===== src/sv/pinhole_reprojection_error_assert.svh =====
// Assertion macros for the reprojection block
`ifndef PINHOLE_REPROJECTION_ERROR_ASSERT_SVH
`define PINHOLE_REPROJECTION_ERROR_ASSERT_SVH

`define PRJ_ASSERT(lbl, clk, rst, prop, msg) \
   lbl: assert property (@(posedge clk) disable iff (rst) prop) else $error(msg);

`define PRJ_ASSERT_NEXT(lbl, clk, rst, pre, post, msg) \
   lbl: assert property (@(posedge clk) disable iff (rst) (pre) |=> (post)) else $error(msg);

`endif


===== src/sv/prj_pkg.sv =====
`timescale 1ns / 1ps
package prj_pkg;

   localparam int DIV_QBITS = 35;
   localparam int SQRT_BITS = 32;
   localparam logic [DIV_QBITS-1:0] Q_LIMIT = 35'h4_0000_0000;

   typedef enum logic [2:0] {
      CSR_FOCAL_X  = 3'd0,
      CSR_FOCAL_Y  = 3'd1,
      CSR_CENTER_X = 3'd2,
      CSR_CENTER_Y = 3'd3,
      CSR_WIDTH    = 3'd4,
      CSR_HEIGHT   = 3'd5
   } csr_index_type;

endpackage


===== src/sv/prj_sqrt.sv =====
`timescale 1ns / 1ps
module prj_sqrt
   import prj_pkg::*;
#(
   parameter int SW = 1
) (
   input  logic                 clock,
   input  logic                 reset,
   input  logic                 en,
   input  logic                 vld_i,
   input  logic [63:0]          rad_i,
   input  logic [SW-1:0]        side_i,
   output logic                 vld_o,
   output logic [SQRT_BITS-1:0] root_o,
   output logic [SW-1:0]        side_o
);

   logic                 vld_ff  [0:SQRT_BITS-1];
   logic [33:0]          rem_ff  [0:SQRT_BITS-1];
   logic [SQRT_BITS-1:0] root_ff [0:SQRT_BITS-1];
   logic [63:0]          rad_ff  [0:SQRT_BITS-1];
   logic [SW-1:0]        side_ff [0:SQRT_BITS-1];

   logic [33:0]          rem_in  [0:SQRT_BITS-1];
   logic [SQRT_BITS-1:0] root_in [0:SQRT_BITS-1];

   always_comb begin
      logic [33:0]          r2;
      logic [33:0]          t;
      logic [33:0]          prem;
      logic [SQRT_BITS-1:0] proot;
      logic [63:0]          prad;
      logic                 ge;
      for (int k = 0; k < SQRT_BITS; k++) begin
         if (k == 0) begin
            prem  = '0;
            proot = '0;
            prad  = rad_i;
         end else begin
            prem  = rem_ff[k-1];
            proot = root_ff[k-1];
            prad  = rad_ff[k-1];
         end
         r2 = {prem[31:0], prad[63:62]};
         t  = {proot, 2'b01};
         ge = (r2 >= t);
         rem_in[k]  = ge ? (r2 - t) : r2;
         root_in[k] = {proot[SQRT_BITS-2:0], ge};
      end
   end

   always_ff @(posedge clock) begin
      if (reset) begin
         for (int k = 0; k < SQRT_BITS; k++) vld_ff[k] <= 1'b0;
      end else if (en) begin
         vld_ff[0] <= vld_i;
         for (int k = 1; k < SQRT_BITS; k++) vld_ff[k] <= vld_ff[k-1];
      end
   end

   always_ff @(posedge clock) begin
      if (en) begin
         rad_ff[0]  <= {rad_i[61:0], 2'b00};
         side_ff[0] <= side_i;
         for (int k = 1; k < SQRT_BITS; k++) begin
            rad_ff[k]  <= {rad_ff[k-1][61:0], 2'b00};
            side_ff[k] <= side_ff[k-1];
         end
         for (int k = 0; k < SQRT_BITS; k++) begin
            rem_ff[k]  <= rem_in[k];
            root_ff[k] <= root_in[k];
         end
      end
   end

   assign vld_o  = vld_ff[SQRT_BITS-1];
   assign root_o = root_ff[SQRT_BITS-1];
   assign side_o = side_ff[SQRT_BITS-1];

endmodule


===== config.mk =====
export PLATFORM = sky130hd
export DESIGN_NAME = prj_sqrt
export DESIGN_NICKNAME = d
export VERILOG_FILES = /design/src/sv/pinhole_reprojection_error_assert.svh /design/src/sv/prj_pkg.sv /design/src/sv/prj_sqrt.sv
export SDC_FILE = /design/constraint.sdc
export NUM_CORES = 2
export LEC_CHECK = 0
export ABC_CLOCK_PERIOD_IN_PS = 6550
export BUFFER_PORTS_ARGS = -buffer_cell sky130_fd_sc_hd__buf_2
export CAP_MARGIN = 20
export CORE_ASPECT_RATIO = 0.9
export CORE_UTILIZATION = 40
export DETAILED_ROUTE_END_ITERATION = 6
export HOLD_SLACK_MARGIN = 0.03
export REMOVE_ABC_BUFFERS = 1
export SYNTH_ARGS = -nofsm -noshare
export SYNTH_HDL_FRONTEND = slang
export SYNTH_MEMORY_MAX_BITS = 65536
export SYNTH_SLANG_ARGS = --single-unit

===== constraint.sdc =====
create_clock -name clock -period 6.55 [get_ports clock]
set_input_delay 1.31 -clock clock [delete_from_list [all_inputs] [get_ports clock]]
set_output_delay 1.31 -clock clock [all_outputs]
set_load 0.005 [all_outputs]

==> reports/qor.yml <==
place:
  place_congestion: 0.8890
  placed_area_mm2: 0.1215
  io_buffers: 102
  hpwl_um: 167700
logic_synthesis:
  ys_ff_latch: 2529
  synth.area.top_cells: "edfxtp_1 65%, ha_1 6.0%, xnor2_1 3.1%, xor2_1 2.9%, a21oi_1 2.6%"
  ys_types: 86
  yosys.area.top_type: "edfxtp_1"
  synth_seq_area_share: 0.6530
  synthTopCellsByCount: "2529 x edfxtp_1, 705 x inv_1, 648 x nor2_1"
  netlist_instances: 8857
  synth-main-ff-cell: "edfxtp_1"
  synth-warning-count: 0
  avgSynthCellArea_um2: 13.13
  yosysMostFrequentCell: "edfxtp_1"
  synth_area_mm2: 0.1163
  netlist.area_leader.share: 0.6530
  synthArstFlopShare: 0
  synth_enable_flop_cells: 2529
timing:
  fin_skew_ns: 0.06201
  tightest_slew_ns: 1.218
  post-route-min-period_ns: 4.334
  hold_viol: 0
  slew_headroom: 0.1805
  period_share: 0.6617
  max_freq_mhz: 230.7
  holdWs_ns: 0.3738
  final-setup-viol-count: 0
  fin_setup_tns_ns: 0
  drv_slew: 0
  rsz0062_at_grt: "no"
worst_setup_path:
  critical_path_class: "register to register"
  worst-endpoint-required_ns: 7.12
  r2r_cells: 13
  worst_ep_arrival_time_ns: 4.91
  end_kind: "register"
  reg2reg_setup_slack_ns: 2.22
  rr_startpoint: "root_ff[1][96]"
  cp_max_fo: 30
  start_kind: "register"
  r2r-end: "rem_ff[1][160]"
min_path:
  min_from: "rad_ff[0][554]"
  min_path_cells: 0
  hp-class: "register to register"
  holdPathEnd: "rad_ff[0][618]"
global_route:
  globalRouteTotalUtil: 0.1581
  gr-max-usage-layer: "met2"
  grt_start_max_net_pins: 167
  grt_pass1_wl_um: 371800
  grt_use_met1: 0.2149
  first_global_vias: 67406
  overflow: 0
  use_met3: 0.02116
  met2_usage: 0.2626
  antenna_found_initial: 4
floorplanning:
  io_pins: 103
  rows: 187
  start_util: 0.4028
  die_h_um: 513.5
  dieArea_mm2: 0.2929
  core_area_mm2: 0.2887
  die_w_um: 570.4
run_status:
  status: "complete, but fails checks"
  violations: "DRC"
job:
  cap_violations: 0
detailed_routing:
  first_pass_iters: 7
  avgViaCountPerCell: 5.177
  vias: 68171
  drcViolationCount: 7
  drt_wl_total_um: 236200
  ant_nets: 0
  detail_route.iter0.violations: 5263
  wl_per_cell_um: 17.94
cts:
  cts-resized-gates: 0
  clkLatencyLatePin_ns: 0.83
  cts.hold.buffers_added: 0
  ctsHtreeMaxLevel: 5
  cts_tree: "done"
  post-cts-setup-buffers: 0
  numCtsBuffers: 281
  path_clk_slew_ns: 0.06
  clock_path_buffers: 4
  cts-root-buf: "clkbuf_16"
  cts.sinks: 2529
power:
  peakVddDrop_mv: 0.2432
  p_leak_nw: 49.56
  pwr_density_cell_mw_per_mm2: 358.8
cells_and_area:
  area_delta_synth_final_pct: 11.96
  utilization: 0.4510
  final_area_mm2: 0.1302
  drive_above_1_share: 0.07534
  layout.nets: 9723
==> stage by stage <==
step | total power [mW] | setup WS, ns | std cells
after floorplan | 28.69 | 1.816 | 8648
after global placement | 31.73 | 2.041 | 12681
after detailed placement | 31.85 | 2.195 | 12683
after CTS | 47.28 | 2.167 | 13164
after global routing | 49.14 | 1.925 | 13167
final | 46.72 | 2.216 | 13168
==> critical path: stages, from the launching register on <==
cell and delay [ns]:
edfxtp_1 0.35, inv_1 0.05, ha_1 0.34, nor2b_1 0.15, o21ai_0 0.24, a21oi_1 0.15
o41ai_1 0.76, o31ai_1 0.29, a221o_1 0.40, a21oi_1 0.33, and3_1 0.22, inv_1 0.41
nand4b_1 0.31, xnor2_1 0.08
==> where the power goes <==
group | switching [mW] | total, mW | internal, mW
Combinational | 5.58 | 9.67 | 4.10
Clock | 6.28 | 15.1 | 8.85
Sequential | 1.37 | 21.9 | 20.6
==> sequential cells by signal, indices dropped and copies added (netlist names) <==
signal	cells
side_ff	32
root_ff	528
rem_ff	945
rad_ff	992
vld_ff	32
==> cell usage in the layout, fill, tap and decap left out, types with 84 or more instances in the layout <==
cell and n:
edfxtp_1 2529, inv_1 705, nor2_1 646, a21oi_1 599, ha_1 561, nand2_1 494
xnor2_1 417, xor2_1 383, o21ai_0 352, clkbuf_16 283, a21o_1 241, nor3_1 184
nand3_1 131, nor4_1 119, nand4_1 111, nand2b_1 111, buf_2 101, nor2b_1 94
o21a_1 93, mux2_2 88, or3_1 84
==> kinds of logic (layout without fill, tap and decap cells) <==
| family | count (synthesis) | in the layout | share of synthesized area |
|---|---|---|---|
| AOI/OAI and AO/OA | 1713 | 1713 | 0.09145 |
| adders and majority gates | 561 | 561 | 0.06036 |
| muxes | 98 | 98 | 0.009381 |
| other | 1 | 4 | 0.00003224 |
| and+or+nand+nor | 2238 | 2238 | 0.09477 |
| xor gates and xnor gates | 800 | 800 | 0.06025 |
| buffers and inverters | 917 | 1351 | 0.03077 |
| DFF | 2529 | 2529 | 0.6530 |
==> metal layers <==
layer  wire [µm]  vias up
met2      111500     1463
li1            -    33188
met3        9981      453
met5           0        -
met4        6896        0
met1      107800    33067
==> final cells by class <==
type | instances | area [µm²]
fillers | 25851 | 158500
clock inverters | 151 | 1473
flip-flops and latches | 2529 | 75940
well taps | 3874 | 4847
diodes | 3 | 7.507
clock buffers | 330 | 7258
inverters | 708 | 2658
multi-input cells | 5411 | 36830
repair buffers | 162 | 1192
==> how the worst max path moves through the flow <==
stage	from	to	slack, ns	cells past startpoint
floorplan	rem_ff[1][306]	rem_ff[1][370]	1.82	11
global placement	rem_ff[1][408]	rem_ff[1][449]	2.04	11
detailed placement	root_ff[1][96]	rem_ff[1][160]	2.20	13
CTS	root_ff[1][96]	rem_ff[1][160]	2.17	13
global route	root_ff[1][96]	rem_ff[1][159]	1.92	13
finish	root_ff[1][96]	rem_ff[1][160]	2.22	13
No activity file was read; power rests on OpenSTA's default activity.
